File: src/hdl/vcd_pkg.sv
package vcd_pkg;

  localparam int MaxDigits = 64;
  localparam int CntW      = $clog2(MaxDigits + 1);
  localparam int AddrW     = $clog2(MaxDigits);

  localparam logic [7:0] ASCII_ZERO = 8'd48;
  localparam logic [7:0] ASCII_NINE = 8'd57;

  localparam logic [1:0] STAT_OK       = 2'd0;
  localparam logic [1:0] STAT_NONDIGIT = 2'd1;
  localparam logic [1:0] STAT_OVERFLOW = 2'd2;

  typedef enum logic [1:0] {
    ST_IDLE,
    ST_WALK,
    ST_DONE
  } state_e;

  typedef struct packed {
    logic       clr;
    logic       mode;
    logic       en;
    logic [3:0] digit;
  } alu_ctl_t;

  function automatic logic [3:0] clamp9(input logic [3:0] v);
    clamp9 = (v < 4'd10) ? v : 4'd9;
  endfunction

  function automatic logic [3:0] tab_inv(input logic [3:0] v);
    case (v)
      4'd1:    tab_inv = 4'd4;
      4'd2:    tab_inv = 4'd3;
      4'd3:    tab_inv = 4'd2;
      4'd4:    tab_inv = 4'd1;
      4'd0:    tab_inv = 4'd0;
      default: tab_inv = clamp9(v);
    endcase
  endfunction

  // permutation P: row 1 generates the rest by repeated application
  function automatic logic [3:0] perm1(input logic [3:0] v);
    case (clamp9(v))
      4'd0:    perm1 = 4'd1;
      4'd1:    perm1 = 4'd5;
      4'd2:    perm1 = 4'd7;
      4'd3:    perm1 = 4'd6;
      4'd4:    perm1 = 4'd2;
      4'd5:    perm1 = 4'd8;
      4'd6:    perm1 = 4'd3;
      4'd7:    perm1 = 4'd0;
      4'd8:    perm1 = 4'd9;
      default: perm1 = 4'd4;
    endcase
  endfunction

  function automatic logic [3:0] tab_p(input logic [2:0] pos, input logic [3:0] v);
    logic [3:0] r;
    r = clamp9(v);
    for (int k = 0; k < 7; k++) begin
      if (k < int'(pos)) r = perm1(r);
    end
    tab_p = r;
  endfunction

  // dihedral group D5 product
  function automatic logic [3:0] tab_d(input logic [3:0] a, input logic [3:0] b);
    logic [3:0] x;
    logic [3:0] y;
    logic [3:0] s;
    x = clamp9(a);
    y = clamp9(b);
    if (x < 4'd5 && y < 4'd5) begin
      s = x + y;
      tab_d = (s >= 4'd5) ? s - 4'd5 : s;
    end else if (x < 4'd5) begin
      s = (y - 4'd5) + x;
      tab_d = 4'd5 + ((s >= 4'd5) ? s - 4'd5 : s);
    end else if (y < 4'd5) begin
      s = (x - 4'd5) + 4'd5 - y;
      tab_d = 4'd5 + ((s >= 4'd5) ? s - 4'd5 : s);
    end else begin
      s = (x - 4'd5) + 4'd5 - (y - 4'd5);
      tab_d = (s >= 4'd5) ? s - 4'd5 : s;
    end
  endfunction

endpackage

File: src/hdl/vcd_mem.sv
module vcd_mem (
  input  logic                      clk_i,
  input  logic                      we_i,
  input  logic [vcd_pkg::AddrW-1:0] waddr_i,
  input  logic [3:0]                wdata_i,
  input  logic                      re_i,
  input  logic [vcd_pkg::AddrW-1:0] raddr_i,
  output logic [3:0]                rdata_o
);

  logic [3:0] mem [vcd_pkg::MaxDigits];

  always_ff @(posedge clk_i) begin
    if (we_i) begin
      mem[waddr_i] <= wdata_i;
    end
  end

  always_ff @(posedge clk_i) begin
    if (re_i) begin
      rdata_o <= mem[raddr_i];
    end
  end

endmodule

File: src/hdl/vcd_alu.sv
module vcd_alu (
  input  logic              clk_i,
  input  logic              rst_ni,
  input  vcd_pkg::alu_ctl_t ctl_i,
  output logic [3:0]        prod_o
);

  logic [3:0] prod_q, prod_d;
  logic [2:0] pos_q, pos_d;

  always_comb begin
    prod_d = prod_q;
    pos_d  = pos_q;
    if (ctl_i.clr) begin
      prod_d = 4'd0;
      pos_d  = {2'b00, ctl_i.mode};
    end else if (ctl_i.en) begin
      prod_d = vcd_pkg::tab_d(prod_q, vcd_pkg::tab_p(pos_q, ctl_i.digit));
      pos_d  = pos_q + 3'd1;
    end
  end

  always_ff @(posedge clk_i or negedge rst_ni) begin
    if (!rst_ni) begin
      prod_q <= 4'd0;
      pos_q  <= 3'd0;
    end else begin
      prod_q <= prod_d;
      pos_q  <= pos_d;
    end
  end

  assign prod_o = prod_q;

endmodule

File: src/hdl/verhoeff_check_digit.sv
// Verhoeff check digit unit. Send one ASCII character per request with
// start while busy is low; last marks the final character. Digits are
// stored (up to 64); on the final character the stored digits are folded
// right to left through one shared table unit, one digit per cycle, fed by
// the single read port of the digit memory. After the characters of a
// string come the walk and then the result state; on an error or an
// empty string the walk is skipped. The result appears for exactly one
// cycle with valid_o and cannot be stalled: the receiver must take it then.
// mode_we_i/mode_wdata_i write the mode (0 validate, 1 generate); the user
// must write it only while busy is low, as the block does not enforce this.
module verhoeff_check_digit (
  input  logic       clk_i,
  input  logic       rst_ni,
  input  logic       mode_we_i,
  input  logic       mode_wdata_i,
  input  logic       start,
  output logic       busy,
  input  logic [7:0] digit_char_i,
  input  logic       last_i,
  output logic       valid_o,
  output logic [5:0] check_char_o,
  output logic       check_ok_o,
  output logic [1:0] status_o
);

  localparam int CntW  = vcd_pkg::CntW;
  localparam int AddrW = vcd_pkg::AddrW;

  vcd_pkg::state_e state_q, state_d;

  logic            mode_q;
  logic [CntW-1:0] cnt_q, cnt_d;
  logic [CntW-1:0] left_q, left_d;
  logic [1:0]      err_q, err_d;
  logic            fire_q, fire_d;

  logic            accept;
  logic            is_digit;
  logic            room;
  logic            mem_we;
  logic            mem_re;
  logic [3:0]      mem_rdata;
  logic [3:0]      prod;
  logic [5:0]      gen_char;
  vcd_pkg::alu_ctl_t alu_ctl;

  assign accept   = start && !busy;
  assign is_digit = (digit_char_i >= vcd_pkg::ASCII_ZERO) &&
                    (digit_char_i <= vcd_pkg::ASCII_NINE);
  assign room     = cnt_q < CntW'(vcd_pkg::MaxDigits);
  assign mem_we   = accept && is_digit && room;
  assign mem_re   = (state_q == vcd_pkg::ST_WALK) && (left_q != '0);

  vcd_mem u_mem (
    .clk_i   (clk_i),
    .we_i    (mem_we),
    .waddr_i (cnt_q[AddrW-1:0]),
    .wdata_i (4'(digit_char_i - vcd_pkg::ASCII_ZERO)),
    .re_i    (mem_re),
    .raddr_i (AddrW'(left_q - CntW'(1))),
    .rdata_o (mem_rdata)
  );

  assign alu_ctl.clr   = accept && last_i;
  assign alu_ctl.mode  = mode_q;
  assign alu_ctl.en    = fire_q;
  assign alu_ctl.digit = mem_rdata;

  vcd_alu u_alu (
    .clk_i  (clk_i),
    .rst_ni (rst_ni),
    .ctl_i  (alu_ctl),
    .prod_o (prod)
  );

  // next state
  always_comb begin
    state_d = state_q;
    cnt_d   = cnt_q;
    err_d   = err_q;
    left_d  = left_q;
    fire_d  = 1'b0;
    case (state_q)
      vcd_pkg::ST_IDLE: begin
        if (accept) begin
          if (!is_digit) begin
            if (err_q == vcd_pkg::STAT_OK) err_d = vcd_pkg::STAT_NONDIGIT;
          end else if (!room) begin
            if (err_q == vcd_pkg::STAT_OK) err_d = vcd_pkg::STAT_OVERFLOW;
          end else begin
            cnt_d = cnt_q + CntW'(1);
          end
          if (last_i) begin
            left_d = cnt_d;
            if (err_d != vcd_pkg::STAT_OK || cnt_d == '0) begin
              state_d = vcd_pkg::ST_DONE;
            end else begin
              state_d = vcd_pkg::ST_WALK;
            end
          end
        end
      end
      vcd_pkg::ST_WALK: begin
        if (left_q != '0) begin
          left_d = left_q - CntW'(1);
          fire_d = 1'b1;
        end else if (!fire_q) begin
          state_d = vcd_pkg::ST_DONE;
        end
      end
      vcd_pkg::ST_DONE: begin
        cnt_d   = '0;
        err_d   = vcd_pkg::STAT_OK;
        state_d = vcd_pkg::ST_IDLE;
      end
      default: begin
        state_d = vcd_pkg::ST_IDLE;
      end
    endcase
  end

  always_ff @(posedge clk_i or negedge rst_ni) begin
    if (!rst_ni) begin
      state_q <= vcd_pkg::ST_IDLE;
      mode_q  <= 1'b0;
      cnt_q   <= '0;
      err_q   <= vcd_pkg::STAT_OK;
      left_q  <= '0;
      fire_q  <= 1'b0;
    end else begin
      state_q <= state_d;
      cnt_q   <= cnt_d;
      err_q   <= err_d;
      left_q  <= left_d;
      fire_q  <= fire_d;
      if (mode_we_i) mode_q <= mode_wdata_i;
    end
  end

  assign gen_char = vcd_pkg::ASCII_ZERO[5:0] + {2'b00, vcd_pkg::tab_inv(prod)};

  // outputs
  always_comb begin
    busy         = 1'b1;
    valid_o      = 1'b0;
    check_char_o = vcd_pkg::ASCII_ZERO[5:0];
    check_ok_o   = 1'b0;
    status_o     = err_q;
    case (state_q)
      vcd_pkg::ST_IDLE: begin
        busy = 1'b0;
      end
      vcd_pkg::ST_WALK: begin
        busy = 1'b1;
      end
      vcd_pkg::ST_DONE: begin
        valid_o = 1'b1;
        if (err_q == vcd_pkg::STAT_OK) begin
          if (mode_q) begin
            check_char_o = gen_char;
            check_ok_o   = 1'b1;
          end else begin
            check_ok_o   = (prod == 4'd0);
          end
        end
      end
      default: begin
        busy = 1'b1;
      end
    endcase
  end

  a_single_strobe: assert property (@(posedge clk_i) disable iff (!rst_ni)
    valid_o |=> !valid_o)
    else $error("result strobe longer than one cycle");

  a_err_result: assert property (@(posedge clk_i) disable iff (!rst_ni)
    (valid_o && status_o != vcd_pkg::STAT_OK) |->
    (!check_ok_o && check_char_o == vcd_pkg::ASCII_ZERO[5:0]))
    else $error("error result carries a check value");

  a_cnt_range: assert property (@(posedge clk_i) disable iff (!rst_ni)
    cnt_q <= CntW'(vcd_pkg::MaxDigits))
    else $error("digit count past storage");

  a_walk_bound: assert property (@(posedge clk_i) disable iff (!rst_ni)
    (state_q == vcd_pkg::ST_WALK) |-> (left_q <= cnt_q))
    else $error("walk index beyond stored digits");

  a_gen_ok: assert property (@(posedge clk_i) disable iff (!rst_ni)
    (valid_o && mode_q && status_o == vcd_pkg::STAT_OK) |-> check_ok_o)
    else $error("generate result not flagged ok");

endmodule

File: config.mk
export PLATFORM = sky130hd
export DESIGN_NAME = verhoeff_check_digit
export DESIGN_NICKNAME = d
export VERILOG_FILES = /design/src/hdl/vcd_pkg.sv /design/src/hdl/vcd_mem.sv /design/src/hdl/vcd_alu.sv /design/src/hdl/verhoeff_check_digit.sv
export SDC_FILE = /design/constraint.sdc
export NUM_CORES = 1
export LEC_CHECK = 0
export BUFFER_PORTS_ARGS = -buffer_cell sky130_fd_sc_hd__buf_2
export CAP_MARGIN = 20
export CORE_ASPECT_RATIO = 0.75
export CORE_MARGIN = 3
export CORE_UTILIZATION = 25
export DETAILED_ROUTE_END_ITERATION = 8
export GPL_ROUTABILITY_DRIVEN = 1
export HOLD_SLACK_MARGIN = 0.03
export PLACE_DENSITY = 0.43
export SLEW_MARGIN = 5
export SYNTH_ARGS = -nofsm -noshare
export SYNTH_HDL_FRONTEND = slang
export SYNTH_SLANG_ARGS = --single-unit
File: constraint.sdc
create_clock -name clk_i -period 9.15 [get_ports clk_i]
set_input_delay 0.915 -clock clk_i [delete_from_list [all_inputs] [get_ports clk_i]]
set_output_delay 0.915 -clock clk_i [all_outputs]
set_load 0.1 [all_outputs]
==> metrics.yaml, run 1 <==
ys_ff_latch: 287
endpoint_kind: "flip-flop"
ys_warn_count: 0
netlist.area_leader.share_pct: 54.9
synth_common_cells: "edfxtp_1, nor2_1, mux4_2"
run_status: "finished clean"
initialDrtViolationCount: 747
io_buffers: 22
synth_top_flop_cell: "edfxtp_1"
finalSetupTns_ns: 0
rows: 75
drc: 0
max_cap_viol_count: 0
grtUsageMet3_pct: 2.71
cp_top_family: "compound AO/OA/AOI/OAI gates"
seq_area_frac_synth_pct: 59.7
hold_path.class: "in2async"
timing.slew.headroom_pct: 33.4
synth_edf_count: 260
ys_top_cells_by_area: "edfxtp_1, mux4_2, dfrtp_1, nor2_1, ha_1"
use_met2_pct: 18.0
synth-async-reset-ratio_pct: 9.41
min_period_ns: 6.81
core_area_um2: 56100
syn_area_um2: 14200
path_max_fanout: 32
whs_ns: 0.445
worstSetupStartpointType: "flip-flop"
wire_per_inst_um: 20.5
period_share_pct: 74.5
grt_first_pass_wirelength_um: 55100
postCtsHoldBufs: 0
cts_tree: "yes"
drt_wl_total_um: 36100
worst_pin_slew_ns: 0.998
grt_use_met1_pct: 18.4
dieArea_um2: 59800
track_usage_pct: 12.2
vias: 8559
insertion_delay_ns: 0.51
finalMaxSlewViolations: 0
finalSetupViolCount: 0
drive_gt1_share_pct: 19.9
slowest_delay_ns: 1.00
synth_cell_type_count: 82
grt_busiest_layer: "met1"
ctsResizeCount: 0
critPathSlowestCell: "edfxtp_1"
dieHeight_um: 213
ant_nets: 0
finClkSkew_ns: 0.0164
cts_made_buffers: 34
post-synth-top-count-cell: "edfxtp_1"
post-dp-hpwl_um: 23700
rsz0062_at_grt: "no"
h-tree-depth: 2
cp_num_buf_inv: 3
post_synth.cell_area_avg_um2: 14.2
critPathRequiredTime_ns: 9.54
antenna_found_initial: 3
start_util_pct: 25.3
gp_congestion: 0.747
die-width_um: 281
clk_pin_slew_worst_paths_ns: 0.06
io_pins: 25
cp_data_arrival_time_ns: 7.20
worstSetupPathType: "reg2reg"
cts_setup_buffers: 0
overflow: 0
yosysTopAreaCell: "edfxtp_1"
grt_max_degree: 66
cts_root_buf: "clkbuf_16"
dr.pass1.iters: 5
area_growth_pct: 14.1
clock_sinks: 287
hold_viol_final: 0
crit_chain: "or4b_1 > a31oi_1 > nor3_2 > o32ai_2 > a311oi_1 > nor2_1 > nand2_1 > o21a_1 > o22ai_1 > inv_1 > xnor2_1 > fa_1 > inv_1 > ha_1 > inv_1 > o21ai_0 > and2_1 > mux2_2 > ha_1 > xnor2_1 > a21oi_1 > a21oi_1 > a21oi_1"
via_per_inst: 4.86
synthCells: 1002
nets: 1049
fillers: 5681
grt_pass1_vias: 8548
clk_path_buf_depth: 3
fmax_mhz: 147
==> path summary, 6_finish.rpt <==
kind / depth (start not counted) / endpoint / slack [ns] / start
max in group asynchronous: 1 / left_q[0] / 8.20 / rst_ni
setup reg to reg: 23 / u_alu.prod_o[2] / 2.34 / u_mem.rdata_o[3]
min in group clk_i: 1 / state_q[1] / 0.50 / state_q[1]
hold / removal: 1 / u_alu.prod_o[2] / 0.44 / rst_ni
setup / recovery: 23 / u_alu.prod_o[2] / 2.34 / u_mem.rdata_o[3]
hold reg to reg: 1 / state_q[1] / 0.50 / state_q[1]
==> layout make-up <==
class,instances,area (µm²),share of cell area (%)
flip-flops and latches,287,8490,52.3
multi-input cells,623,5360,33.0
well taps,731,915,5.64
clock buffers,40,895,5.51
clock inverters,19,250,1.54
repair buffers,32,210,1.30
inverters,28,105,0.648
diodes,1,2.50,0.0154
==> through the flow <==
step / instances / utilization, % / cell area (µm²) / setup WS, ns
4_1_cts: 1758 / 28.8 / 16200 / 2.39
3_5_place_dp: 1699 / 26.8 / 15000 / 2.43
2_1_floorplan: 1003 / - / 14200 / 3.59
5_1_grt: 1760 / 28.9 / 16200 / 1.76
3_3_place_gp: 1699 / 26.8 / 15000 / 2.57
6_report: 1761 / 28.9 / 16200 / 2.34
==> state kept, by name, summed over array words and instances, names as in the netlist <==
name / flops
cnt_q: 7
u_mem.rdata_o: 4
fire_q: 1
u_alu.pos_q: 3
left_q: 7
u_mem.mem: 256
state_q: 2
u_alu.prod_o: 4
mode_q: 1
status_o: 2
==> kinds of logic (layout without fill, tap and decap cells) <==
group / count (synthesis) / in the layout / share of synthesized area [%]
and+or+nand+nor: 289 / 289 / 9.60
DFF: 287 / 287 / 59.7
adders and majority gates: 29 / 29 / 2.76
muxes: 101 / 101 / 14.5
buffers and inverters: 93 / 119 / 2.78
AOI/OAI and AO/OA: 170 / 170 / 8.44
other: 1 / 3 / 0.0264
xor gates and xnor gates: 32 / 32 / 2.16
==> cell usage in the layout (no fill, tap or decap), types with 18 or more instances in the layout <==
cell and instances:
a21oi_1 32, buf_2 22, clkbuf_16 35, dfrtp_1 26, edfxtp_1 260, ha_1 24, inv_1 28, mux4_2 84
nand2_1 61, nand3_1 18, nor2_1 117, nor3_1 19, o21ai_0 35, xnor2_1 20
==> layer usage <==
layer | wire, µm | vias up
met5 | 23 | -
met4 | 546 | 4
met3 | 2100 | 45
met2 | 15600 | 207
met1 | 17800 | 4398
li1 | - | 3905
Power of run 1 is left out: the tool's default activity adds up to more than one toggle a clock period on the data nets, which glitch-free logic cannot reach.
==> inputs of run 2 (changes only) <==
--- a/config.mk
+++ b/config.mk
@@ -13,7 +13,7 @@
 export DETAILED_ROUTE_END_ITERATION = 8
 export GPL_ROUTABILITY_DRIVEN = 1
 export HOLD_SLACK_MARGIN = 0.03
-export PLACE_DENSITY = 0.43
+export PLACE_DENSITY = 0.44
 export SLEW_MARGIN = 5
 export SYNTH_ARGS = -nofsm -noshare
 export SYNTH_HDL_FRONTEND = slang
==> constraint.sdc (replaced) <==
create_clock -name clk_i -period 5.9 [get_ports clk_i]
set_input_delay 0.59 -clock clk_i [delete_from_list [all_inputs] [get_ports clk_i]]
set_output_delay 0.59 -clock clk_i [all_outputs]
set_load 0.1 [all_outputs]
==> run 2 against run 1 <==
  * Register-to-register slack worse by 1.9 ns
  * First-iteration DRC count up 1.6%
  * Non-clock buffer count up 37
  * Utilization up 0.23 points
  * Design area up 0.78%
  * Critical path type unchanged
==> metrics.yaml, run 2 (synthesis gave the netlist of run 1 again) <==
run_status: "finished clean"
hold_path.class: "in2async"
io_buffers: 22
slowest_delay_ns: 0.44
overflow: 0
cp_num_buf_inv: 5
endpoint_kind: "flip-flop"
finalMaxSlewViolations: 0
fmax_mhz: 183
path_max_fanout: 11
dieHeight_um: 213
placed_cells: 1734
rr_startpoint: "u_mem.rdata_o[1]"
track_usage_pct: 12.0
fillers: 5624
grt_first_pass_wirelength_um: 54500
hold_viol_final: 0
final_common_cell: "edfxtp_1"
drt_wl_total_um: 35700
rsz0062_at_grt: "yes"
finClkSkew_ns: 0.0104
clk_path_buf_depth: 3
grt_pass1_vias: 8490
area_growth_pct: 15.0
wire_per_inst_um: 20.0
die-width_um: 281
clock_sinks: 287
antenna_found_initial: 5
cts_root_buf: "clkbuf_16"
period_share_pct: 92.7
largest-register: "u_mem.mem"
min_period_ns: 5.47
crit_chain: "buf_4 > buf_4 > o31ai_1 > a32oi_1 > nor2_1 > a41oi_1 > o211a_2 > nor2_2 > nor2_1 > o22a_1 > o21ai_0 > a2bb2oi_1 > buf_4 > ha_1 > inv_1 > fa_1 > inv_1 > ha_1 > nand2b_1 > a21oi_2 > mux2i_1 > ha_1 > a2111oi_0 > nor3_1"
nets: 1082
reg2reg_setup_slack_ns: 0.43
r2r_end: "u_alu.prod_o[1]"
drive_gt1_share_pct: 23.3
grt_max_degree: 65
post-dp-hpwl_um: 24000
drc: 0
gp_congestion: 0.798
cts_tree: "yes"
start_util_pct: 25.3
final_cell_mix: "edfxtp_1, nor2_1, mux4_2, nand2_1, buf_4"
ant_nets: 0
vias: 8530
dr.pass1.iters: 5
initialDrtViolationCount: 759
dieArea_um2: 59800
antenna_cells: 0
clk_pin_slew_worst_paths_ns: 0.06
cts_made_buffers: 30
insertion_delay_ns: 0.54
largest_reg_flops: 256
io_pins: 25
reg_top3: "u_mem.mem (256), cnt_q (7), left_q (7)"
cp_data_arrival_time_ns: 5.88
critPathRequiredTime_ns: 6.31
worstSetupStartpointType: "flip-flop"
via_per_inst: 4.77
rows: 75
worstSetupPathType: "reg2reg"
final_cells: 1789
max_cap_viol_count: 0
core_area_um2: 56100
worst_pin_slew_ns: 0.873
critPathSlowestCell: "edfxtp_1"
timing.slew.headroom_pct: 41.8
h-tree-depth: 1
cp_top_family: "compound AO/OA/AOI/OAI gates"
finalSetupViolCount: 0
rr_worst_depth: 24
run 2: how the worst max path moves through the flow:
stage / start / end / cells past startpoint
5_1_grt: u_alu.pos_q[2] / u_alu.prod_o[2] / 24
3_3_place_gp: u_alu.pos_q[1] / u_alu.prod_o[1] / 24
4_1_cts: u_alu.pos_q[1] / u_alu.prod_o[2] / 25
2_1_floorplan: u_mem.rdata_o[1] / u_alu.prod_o[2] / 24
3_5_place_dp: u_alu.pos_q[1] / u_alu.prod_o[2] / 25
6_report: u_mem.rdata_o[1] / u_alu.prod_o[1] / 24
run 2: cell type report:
cell class | count | area [µm²] | area share [%]
Sequential cell | 287 | 8490 | 51.9
Inverter | 28 | 105 | 0.643
Multi-Input combinational cell | 623 | 5410 | 33.1
Timing Repair Buffer | 69 | 479 | 2.93
Clock inverter | 16 | 139 | 0.850
Clock buffer | 35 | 811 | 4.96
Tap cell | 731 | 915 | 5.59
run 2: timing repair:
action	4_1_cts	5_1_grt
buffers inserted	0	4
endpoints found under the setup margin	0	4
resized for setup	0	14
hold buffers	0	0
run 2: worst reg2reg max path: cells and delay by family (launching register included):
kind,cells,cell delay [ns]
AOI/OAI and AO/OA,9,2.09
muxes,1,0.22
adders and majority gates,4,1.15
DFF,1,0.44
and+or+nand+nor,5,0.62
buffers and inverters,5,0.82
run 2: metal layers:
metal  track usage, %  up-vias  part of all wire [%]
li1                 -     3955                     -
met4             2.65        4                   2.0
met1             18.9     4357                    51
met5                0        -                 0.076
met2             17.2      169                    43
met3             1.89       45                   4.0
run 2: per-stage QoR:
step	hold WS, ns	setup TNS (ns)	worst slack (ns)	util [%]	cell area, µm²
final	0.0780	0	0.430	29.1	16300
after global routing	0.110	-0.00727	-0.00727	29.1	16300
after CTS	0.0844	0	0.119	29.0	16300
after detailed placement	0.485	0	0.142	27.3	15300
after global placement	0.486	0	0.172	27.3	15300
after floorplan	0.294	0	0.335	-	14200
Power of run 2 is left out for the same reason.
